==> src/hdl/crcfq_pkg.sv <==
package crcfq_pkg;

  // frame buffer geometry
  localparam int FRAME_BYTES = 64;
  localparam int QUEUE_SLOTS = 4;
  localparam int POS_W       = $clog2(FRAME_BYTES);
  localparam int SLOT_W      = $clog2(QUEUE_SLOTS);
  localparam int ADDR_W      = SLOT_W + POS_W;
  localparam int CNT_W       = $clog2(FRAME_BYTES + 1);
  localparam int LEN_W       = 6;

  // header is five bytes, check value two
  localparam int HDR_BYTES   = 5;
  localparam int CHK_BYTES   = 2;
  localparam int ACK_POS     = 3;
  localparam int LEN_POS     = 4;

  // result queue
  localparam int OQ_DEPTH    = 4;
  localparam int OQ_IDX_W    = $clog2(OQ_DEPTH);
  localparam int OQ_CNT_W    = $clog2(OQ_DEPTH + 1);

  localparam logic [15:0] CRC_POLY = 16'h1021;

  typedef enum logic [1:0] {
    FN_BYTE = 2'd0,
    FN_IDLE = 2'd1,
    FN_READ = 2'd2,
    FN_NONE = 2'd3
  } func_t;

  typedef enum logic [2:0] {
    ST_STORED   = 3'd0,
    ST_DROPPED  = 3'd1,
    ST_IGNORED  = 3'd2,
    ST_BAD      = 3'd3,
    ST_ACCEPTED = 3'd4,
    ST_FULL     = 3'd5,
    ST_READ     = 3'd6,
    ST_EMPTY    = 3'd7
  } status_t;

  typedef struct packed {
    status_t          status;
    logic             ack;
    logic             last;
    logic [LEN_W-1:0] len;
  } res_t;

  typedef struct packed {
    logic              we;
    logic [ADDR_W-1:0] waddr;
    logic [7:0]        wdata;
    logic              re;
    logic [ADDR_W-1:0] raddr;
  } mem_req_t;

  typedef struct packed {
    res_t       res;
    logic [7:0] rbyte;
  } oq_item_t;

  // one byte of crc-16, msb first, no reflection
  function automatic logic [15:0] crc_step(input logic [15:0] crc, input logic [7:0] b);
    logic [15:0] c;
    c = crc ^ {b, 8'h00};
    for (int k = 0; k < 8; k++) begin
      c = c[15] ? ((c << 1) ^ CRC_POLY) : (c << 1);
    end
    return c;
  endfunction

endpackage

==> src/hdl/crcfq_store.sv <==
module crcfq_store import crcfq_pkg::*; (
  input  logic     clk,
  input  mem_req_t req,
  output logic [7:0] rdata
);

  logic [7:0] mem [FRAME_BYTES*QUEUE_SLOTS];
  logic [7:0] rdata_r;

  always_ff @(posedge clk) begin
    if (req.we) begin
      mem[req.waddr] <= req.wdata;
    end
  end

  always_ff @(posedge clk) begin
    if (req.re) begin
      rdata_r <= mem[req.raddr];
    end
  end

  assign rdata = rdata_r;

endmodule

==> src/hdl/crcfq_front.sv <==
module crcfq_front import crcfq_pkg::*; (
  input  logic       clk,
  input  logic       rst_n,
  input  logic       fire,
  input  logic [1:0] func,
  input  logic [7:0] rx_byte,
  output mem_req_t   mem_req,
  output logic       res_valid,
  output res_t       res
);

  logic [SLOT_W-1:0] write_slot_r, write_slot_nxt;
  logic [SLOT_W-1:0] read_slot_r, read_slot_nxt;
  logic [POS_W-1:0]  read_pos_r, read_pos_nxt;
  logic [CNT_W-1:0]  byte_count_r, byte_count_nxt;
  logic [15:0]       crc_r, crc_nxt;
  logic              ack_one_r, ack_one_nxt;
  logic [7:0]        length_byte_r, length_byte_nxt;
  logic [15:0]       rcheck_r, rcheck_nxt;
  logic [LEN_W-1:0]  slot_len_r [QUEUE_SLOTS];
  logic              slot_we;
  logic [LEN_W-1:0]  slot_wlen;
  logic              res_valid_r;
  res_t              res_r, res_nxt;

  logic [8:0]        ck;
  logic [8:0]        idx;
  logic [8:0]        flen;
  logic [LEN_W-1:0]  rd_len;
  logic              rd_last;
  func_t             fn;

  assign fn     = func_t'(func);
  assign idx    = 9'(byte_count_r);
  assign flen   = {1'b0, length_byte_r} + 9'(HDR_BYTES);
  assign rd_len = slot_len_r[read_slot_r];
  assign rd_last = ({1'b0, read_pos_r} + 7'd1) >= {1'b0, rd_len};

  always_comb begin
    write_slot_nxt  = write_slot_r;
    read_slot_nxt   = read_slot_r;
    read_pos_nxt    = read_pos_r;
    byte_count_nxt  = byte_count_r;
    crc_nxt         = crc_r;
    ack_one_nxt     = ack_one_r;
    length_byte_nxt = length_byte_r;
    rcheck_nxt      = rcheck_r;
    slot_we         = 1'b0;
    slot_wlen       = flen[LEN_W-1:0];
    mem_req         = '0;
    res_nxt         = '{status: ST_IGNORED, ack: 1'b0, last: 1'b0, len: '0};
    ck              = flen;
    if (fire) begin
      unique case (fn)
        FN_BYTE: begin
          if (byte_count_r >= CNT_W'(FRAME_BYTES)) begin
            res_nxt.status = ST_DROPPED;
          end else begin
            mem_req.we    = 1'b1;
            mem_req.waddr = {write_slot_r, byte_count_r[POS_W-1:0]};
            mem_req.wdata = rx_byte;
            if (idx == 9'(ACK_POS)) begin
              ack_one_nxt = (rx_byte == 8'd1);
            end
            if (idx == 9'(LEN_POS)) begin
              length_byte_nxt = rx_byte;
              ck = {1'b0, rx_byte} + 9'(HDR_BYTES);
            end
            if (idx < 9'(HDR_BYTES) || idx < ck) begin
              crc_nxt = crc_step(crc_r, rx_byte);
            end else if (idx == ck) begin
              rcheck_nxt[15:8] = rx_byte;
            end else if (idx == ck + 9'd1) begin
              rcheck_nxt[7:0] = rx_byte;
            end
            byte_count_nxt = byte_count_r + 1'b1;
            res_nxt.status = ST_STORED;
          end
        end
        FN_IDLE: begin
          priority if (byte_count_r < CNT_W'(HDR_BYTES)) begin
            res_nxt.status = ST_BAD;
          end else if (!ack_one_r && length_byte_r <= 8'd1) begin
            res_nxt.status = ST_IGNORED;
          end else if (flen + 9'(CHK_BYTES) > 9'(FRAME_BYTES) ||
                       idx < flen + 9'(CHK_BYTES)) begin
            res_nxt.status = ST_BAD;
          end else if (rcheck_r != crc_r) begin
            res_nxt.status = ST_BAD;
          end else if (write_slot_r + 1'b1 == read_slot_r) begin
            res_nxt.status = ST_FULL;
          end else begin
            res_nxt.status = ST_ACCEPTED;
            res_nxt.ack    = ack_one_r;
            res_nxt.len    = flen[LEN_W-1:0];
            slot_we        = 1'b1;
            write_slot_nxt = write_slot_r + 1'b1;
          end
          byte_count_nxt  = '0;
          crc_nxt         = '0;
          ack_one_nxt     = 1'b0;
          length_byte_nxt = '0;
          rcheck_nxt      = '0;
        end
        FN_READ: begin
          if (write_slot_r == read_slot_r) begin
            res_nxt.status = ST_EMPTY;
          end else begin
            mem_req.re     = 1'b1;
            mem_req.raddr  = {read_slot_r, read_pos_r};
            res_nxt.status = ST_READ;
            res_nxt.last   = rd_last;
            res_nxt.len    = rd_len;
            if (rd_last) begin
              read_pos_nxt  = '0;
              read_slot_nxt = read_slot_r + 1'b1;
            end else begin
              read_pos_nxt = read_pos_r + 1'b1;
            end
          end
        end
        FN_NONE: begin
          res_nxt.status = ST_IGNORED;
        end
      endcase
    end
  end

  always_ff @(posedge clk) begin
    if (!rst_n) begin
      write_slot_r  <= '0;
      read_slot_r   <= '0;
      read_pos_r    <= '0;
      byte_count_r  <= '0;
      crc_r         <= '0;
      ack_one_r     <= 1'b0;
      length_byte_r <= '0;
      rcheck_r      <= '0;
      res_valid_r   <= 1'b0;
    end else begin
      write_slot_r  <= write_slot_nxt;
      read_slot_r   <= read_slot_nxt;
      read_pos_r    <= read_pos_nxt;
      byte_count_r  <= byte_count_nxt;
      crc_r         <= crc_nxt;
      ack_one_r     <= ack_one_nxt;
      length_byte_r <= length_byte_nxt;
      rcheck_r      <= rcheck_nxt;
      res_valid_r   <= fire;
    end
  end

  always_ff @(posedge clk) begin
    res_r <= res_nxt;
    if (slot_we) begin
      slot_len_r[write_slot_r] <= slot_wlen;
    end
  end

  assign res_valid = res_valid_r;
  assign res       = res_r;

  // an accepted frame never lets the ring wrap onto the read side
  a_no_wrap: assert property (@(posedge clk) disable iff (!rst_n)
    slot_we |=> write_slot_r != read_slot_r)
    else $error("write slot caught up with read slot");

  // accepted frames fit the slot with their check value
  a_len_fits: assert property (@(posedge clk) disable iff (!rst_n)
    res_valid_r && res_r.status == ST_ACCEPTED |->
      32'(res_r.len) + CHK_BYTES <= FRAME_BYTES)
    else $error("accepted frame longer than slot");

  // a read result is only produced while the ring held a frame
  a_read_nonempty: assert property (@(posedge clk) disable iff (!rst_n)
    mem_req.re |-> write_slot_r != read_slot_r && !mem_req.we)
    else $error("read issued on empty ring");

endmodule

==> src/hdl/crcfq_outq.sv <==
module crcfq_outq import crcfq_pkg::*; (
  input  logic       clk,
  input  logic       rst_n,
  input  logic       push,
  input  res_t       res,
  input  logic [7:0] rdata,
  output logic       space_ok,
  output logic       out_valid,
  input  logic       out_ready,
  output oq_item_t   head
);

  oq_item_t              q_r [OQ_DEPTH];
  logic [OQ_IDX_W-1:0]   wr_idx_r, rd_idx_r;
  logic [OQ_CNT_W-1:0]   count_r;
  logic                  pop;
  oq_item_t              item;

  assign pop        = out_valid && out_ready;
  assign out_valid  = count_r != '0;
  assign head       = q_r[rd_idx_r];
  assign item.res   = res;
  assign item.rbyte = (res.status == ST_READ) ? rdata : 8'd0;
  // credit covers the item still in the front register
  assign space_ok   = (count_r + OQ_CNT_W'(push)) < OQ_CNT_W'(OQ_DEPTH);

  always_ff @(posedge clk) begin
    if (!rst_n) begin
      wr_idx_r <= '0;
      rd_idx_r <= '0;
      count_r  <= '0;
    end else begin
      if (push) begin
        wr_idx_r <= wr_idx_r + 1'b1;
      end
      if (pop) begin
        rd_idx_r <= rd_idx_r + 1'b1;
      end
      count_r <= count_r + OQ_CNT_W'(push) - OQ_CNT_W'(pop);
    end
  end

  always_ff @(posedge clk) begin
    if (push) begin
      q_r[wr_idx_r] <= item;
    end
  end

  a_no_overflow: assert property (@(posedge clk) disable iff (!rst_n)
    push |-> count_r < OQ_CNT_W'(OQ_DEPTH) || pop)
    else $error("result queue overflow");

  a_count_track: assert property (@(posedge clk) disable iff (!rst_n)
    push && !pop |=> count_r == $past(count_r) + 1'b1)
    else $error("result count lost a push");

  a_no_underflow: assert property (@(posedge clk) disable iff (!rst_n)
    count_r <= OQ_CNT_W'(OQ_DEPTH))
    else $error("result count out of range");

endmodule

==> src/hdl/crc_checked_frame_receive_queue.sv <==
// crc-checked frame receiver with a queue of frames. each input word is one
// event: a received byte, a line-idle that closes the frame, or a read of the
// next queued byte. byte 3 of a frame is the acknowledge flag, byte 4 the
// payload length l; the crc-16 (poly 0x1021, init 0, msb first) covers bytes
// 0..l+4 and bytes l+5, l+6 hold the check value, high byte first. a good
// frame keeps its first l+5 bytes in one of four 64-byte slots; the ring
// holds at most three frames. every input word gives exactly one result
// word. one input word is taken per clock while the result queue has space;
// each result is registered in the front stage, alongside the registered
// frame-buffer read, then written into a four-entry result queue, so input
// keeps flowing while the consumer stalls until that queue fills.
// no clearing pass is needed after reset.
module crc_checked_frame_receive_queue import crcfq_pkg::*; (
  input  logic       clk,
  input  logic       rst_n,
  input  logic       in_valid,
  output logic       in_ready,
  input  logic [1:0] in_func,
  input  logic [7:0] in_rx_byte,
  output logic       out_valid,
  input  logic       out_ready,
  output logic [2:0] out_status,
  output logic       out_ack_request,
  output logic [7:0] out_read_byte,
  output logic       out_read_last,
  output logic [5:0] out_frame_length
);

  logic     fire;
  mem_req_t mem_req;
  logic     res_valid;
  res_t     res;
  logic [7:0] rdata;
  logic     space_ok;
  oq_item_t head;

  // input word accepted
  assign fire     = in_valid && in_ready;
  assign in_ready = space_ok;

  // front: frame state, crc, ring pointers and classification
  crcfq_front u_front (
    .clk       (clk),
    .rst_n     (rst_n),
    .fire      (fire),
    .func      (in_func),
    .rx_byte   (in_rx_byte),
    .mem_req   (mem_req),
    .res_valid (res_valid),
    .res       (res)
  );

  // frame buffer, one write and one registered read per clock
  crcfq_store u_store (
    .clk   (clk),
    .req   (mem_req),
    .rdata (rdata)
  );

  // back: merges read data and queues results for the consumer
  crcfq_outq u_outq (
    .clk       (clk),
    .rst_n     (rst_n),
    .push      (res_valid),
    .res       (res),
    .rdata     (rdata),
    .space_ok  (space_ok),
    .out_valid (out_valid),
    .out_ready (out_ready),
    .head      (head)
  );

  assign out_status       = head.res.status;
  assign out_ack_request  = head.res.ack;
  assign out_read_byte    = head.rbyte;
  assign out_read_last    = head.res.last;
  assign out_frame_length = head.res.len;

endmodule
==> config.mk <==
export PLATFORM = sky130hd
export DESIGN_NAME = crc_checked_frame_receive_queue
export DESIGN_NICKNAME = d
export VERILOG_FILES = /design/src/hdl/crcfq_pkg.sv /design/src/hdl/crcfq_store.sv /design/src/hdl/crcfq_front.sv /design/src/hdl/crcfq_outq.sv /design/src/hdl/crc_checked_frame_receive_queue.sv
export SDC_FILE = /design/constraint.sdc
export NUM_CORES = 2
export LEC_CHECK = 0
export ABC_AREA = 0
export BUFFER_PORTS_ARGS = -buffer_cell sky130_fd_sc_hd__buf_2
export CAP_MARGIN = 40
export CORE_AREA = 2 2 475 477
export CTS_CLUSTER_SIZE = 16
export DETAILED_ROUTE_END_ITERATION = 8
export DIE_AREA = 0 0 477 479
export PLACE_DENSITY = 0.62
export REMOVE_ABC_BUFFERS = 1
export SLEW_MARGIN = 20
export SYNTH_ARGS = -nofsm -noshare
export SYNTH_HDL_FRONTEND = slang
export SYNTH_HIERARCHICAL = 1
export SYNTH_SLANG_ARGS = --single-unit
export TNS_END_PERCENT = 1
==> constraint.sdc <==
create_clock -name clk -period 5.7 [get_ports clk]
set_clock_uncertainty 0.1 [all_clocks]
set_input_delay 0.285 -clock clk [delete_from_list [all_inputs] [get_ports clk]]
set_output_delay 0.285 -clock clk [all_outputs]
set_load 0.02 [all_outputs]
==> out/results.ini <==
[clocking]
worst_skew_pair.late_latency_ns=0.86
h_tree_levels=4
cts.root.buffer_cell=clkbuf_16
cts_tree=yes
post-cts-setup-buffer-count=0
clock_tree.buffer_depth=3
cts.sink_count=2237
cts_inserted_buffers=217
clk_pin_slew_ns=0.06

[global_routing]
gr-total-overflow=0
gr_util_all_layers_pct=19.2
vias_in_the_first_global_route=45800
pin_count_of_the_biggest_net_entering_global_routing=120
grt_first_pass_wirelength_um=323000
number_of_antenna_violations_at_the_first_check_in_global_routing=4

[worst_setup_path]
crit_fanout=32
worstPathRequired_ns=6.20
critPathCaptureType=register
arrival_ns=5.67
worst_path_most_repeated_cell=buf_4
start_kind=register
crit_type=reg -> reg
worst_path_largest_cell_delay_ns=0.68
timing.critical_path.cells=ha_1 -> ha_1 -> xnor2_1 -> and2_1 -> and3_4 -> buf_4 -> buf_4 -> mux4_2 -> a22oi_1 -> a21oi_1 -> nor4_1 -> buf_4 -> nor4_2
cp_slowest_cell=nor4_1

[power]
power.net_switching_mw=6.99
ir_worst_vdd_uv=268
static-leakage-power_nw=31.6
power.share.switching_pct=21.0
power.share.sequential_pct=54.5
pwr_density_nw_per_um2=328
power.share.combinational_pct=3.3
power_report.internal_total_mw=26.3
power.share.clock_pct=42.2

[job]
max-cap-violations=0

[synthesis]
synth-simple-area-share_pct=4.00
post_synth_instance_area_um2=89100
yosys.area_share.adder_pct=0.632
synth_xor_xnor_area_share_pct=0.804
flop_and_latch_count_out_of_synthesis=2237
synth_area_per_cell_um2=19.6
synth-edff-count=2156
synth_async_sr_flop_share_pct=0
yosysUniqueCellTypes=81
postSynth.topFlopCell=edfxtp_1
synth_sequential_area_ratio_pct=74.5
synth_cells=4543
synth-compound-area-share_pct=3.99
synth_top_family_by_area=multiplexers
yosysWarningCount=6
synth.mux.area_fraction_pct=14.1

[place]
routabilityCongestion=0.862
dpl_cell_area_um2=94000
portBuffers=34
hpwl_detailed_um=143000

[run_status]
status=finished, final reports clean

[final_layout]
post_route_cells_drive_above_1_share_pct=23.6
final_area_um2=102000
area_delta_synth_final_pct=14.0
layout.core_utilization_pct=45.4
finalNetCount=4915

[route]
iteration_count_of_the_initial_detailed_routing_pass=6
post-route-drc-count=0
vias_per_cell=5.72
detailedRoute.firstIterationViolations=5487
vias=45900
wire_per_inst_um=27.7
drt_wl_total_um=223000
post_route_antenna_net_violation_count=0

[timing]
worst_pin_slew_ns=0.956
fin_crit_ns=5.17
report.final.slew_viol_count=0
fmaxAchievable_mhz=193
final-hold-violation-count=0
setup_repair_after_global_routing_missed_its_margin=false
timing.max_slew.rel_slack_pct=36.3
report.final.setup_viol=0
post-route-period-util_pct=90.8

[hold_path]
hold_path_class=in -> reg

[floorplan]
rows=174
die_w_um=477
dieHeight_um=479
top_level_ports=35
initial_cell_density_of_the_core_pct=39.8
die_area_um2=228000
core-area_um2=224000

## repair_timing
item / CTS / global route
resized for setup: 0 / 0
hold buffers: 14 / 0
endpoints found under the hold margin: 89 / 0
## area by class of cell
type / instances / area (µm²)
clock inverter: 135 / 1260
multi-input combinational: 2001 / 21100
fill: 18800 / 122000
sequential: 2237 / 66400
antenna: 3 / 7.51
clock buffer: 265 / 5710
inverter: 29 / 109
tap: 2992 / 3740
timing repair buffer: 370 / 3280
## flip-flops by register name, indices dropped and copies added, names as in the netlist, 3 cells and up, named ones only
register and flops:
u_outq/count_r 3, u_front/length_byte_r 8, u_front/crc_r 16, u_store/mem 2048, u_front/byte_count_r 7, u_front/read_pos_r 6, u_outq/q_r 76, u_front/rcheck_r 16
u_front/slot_len_r 24, u_front/res 11, u_store/rdata 8
## path summary, 6_finish.rpt
kind	cells past startpoint	start	slack (ns)	to
worst max-delay path	13	u_front/res_valid	0.53	u_store/rdata[6]
worst min register to register	0	u_front/res[5]	0.37	u_outq/q_r[1][13]
worst max register to register	13	u_front/res_valid	0.53	u_store/rdata[6]
worst min-delay path	4	in_valid	0.25	u_front/res[9]
## cells by family (layout without fill, tap and decap cells)
| family | after synthesis | after routing |
|---|---|---|
| mux | 647 | 647 |
| buf+inv | 305 | 799 |
| fa+ha+maj | 45 | 45 |
| compound gates | 503 | 503 |
| other cells | 0 | 3 |
| flops | 2237 | 2237 |
| simple gates | 728 | 728 |
| xor+xnor | 78 | 78 |
## cell usage in the layout (no fill, tap or decap), types with 33 or more instances in the layout
cell / synthesis / layout
o221ai_1: 46 / 46
dfxtp_1: 81 / 81
ha_1: 45 / 45
a21oi_1: 133 / 133
nand3_1: 47 / 47
xnor2_1: 50 / 50
clkinv_2: 0 / 43
clkbuf_1: 142 / 40
buf_2: 37 / 35
nand2_1: 74 / 74
and2_1: 33 / 33
clkbuf_16: 0 / 219
mux2i_1: 163 / 163
mux4_2: 470 / 470
nor2_1: 311 / 307
nor3_1: 43 / 43
edfxtp_1: 2156 / 2156
buf_4: 28 / 272
a22oi_1: 139 / 139
clkinv_1: 1 / 53
nor2b_1: 82 / 79
## through the flow
step	hold WS, ns	total power [mW]	setup TNS (ns)	instances	setup slack, ns
global placement	0.356	19.5	0	7518	0.396
floorplan	0.307	19.2	-1225.50	4267	-22.91
CTS	0.185	33.5	0	7977	0.491
detailed placement	0.372	19.6	0	7563	0.491
global route	0.225	34.2	0	8031	0.260
finish	0.248	33.3	0	8032	0.527
## layer usage
metal / track usage (%) / up-vias / share of wire, %
li1: - / 19300 / -
met1: 26.4 / 24300 / 41
met2: 31.0 / 1978 / 48
met3: 3.61 / 330 / 8.0
met4: 5.73 / 2 / 2.9
met5: 0 / - / 0.0081
## power groups by stage
| stage | registers (mW) | clock network, mW | logic, mW |
|---|---|---|---|
| 2_1_floorplan | 18.6 | 0 | 0.617 |
| 3_3_place_gp | 18.5 | 0 | 1.04 |
| 3_5_place_dp | 18.5 | 0 | 1.09 |
| 4_1_cts | 18.1 | 14.3 | 1.10 |
| 5_1_grt | 18.1 | 14.9 | 1.18 |
| 6_report | 18.1 | 14.0 | 1.09 |
## synth_stat cells (5+ instances only)
cell type / number / area (µm²)
a211oi_1: 22 / 165
a21boi_0: 5 / 37.5
a21o_1: 8 / 60.1
a21oi_1: 133 / 666
a221oi_1: 15 / 131
a22o_1: 9 / 78.8
a22oi_1: 139 / 1040
a41o_1: 8 / 80.1
and2_1: 33 / 206
and3_1: 32 / 200
buf_1: 23 / 86.3
buf_12: 9 / 180
buf_2: 37 / 185
buf_4: 28 / 210
buf_6: 24 / 270
buf_8: 13 / 195
clkbuf_1: 142 / 533
dfxtp_1: 81 / 1620
edfxtp_1: 2156 / 64700
ha_1: 45 / 563
inv_1: 28 / 105
mux2i_1: 163 / 1630
mux4_1: 11 / 289
mux4_2: 470 / 10600
nand2_1: 74 / 278
nand2b_1: 13 / 81.3
nand3_1: 47 / 235
nand4_1: 22 / 138
nor2_1: 311 / 1170
nor2b_1: 82 / 513
nor3_1: 43 / 215
nor3b_1: 7 / 52.6
nor4_1: 30 / 188
o211ai_1: 11 / 82.6
o21a_1: 5 / 37.5
o21ai_0: 27 / 135
o221ai_1: 46 / 403
o22a_1: 5 / 43.8
o22ai_1: 28 / 175
o32ai_1: 5 / 43.8
or2_2: 8 / 50.1
or3_1: 6 / 37.5
xnor2_1: 50 / 438
xor2_1: 26 / 228
## critical path: cells and delay by family, from the launching register on
kind | cells | cell delay [ns]
AND/OR/NAND/NOR | 4 | 1.63
buffers and inverters | 3 | 1.21
multiplexers | 1 | 0.54
adder cells (fa/ha/maj) | 2 | 0.42
AO/OA/AOI/OAI | 2 | 0.38
flip-flops | 1 | 0.37
XOR/XNOR | 1 | 0.20
Note: power is estimated with default switching activity, not from simulation.
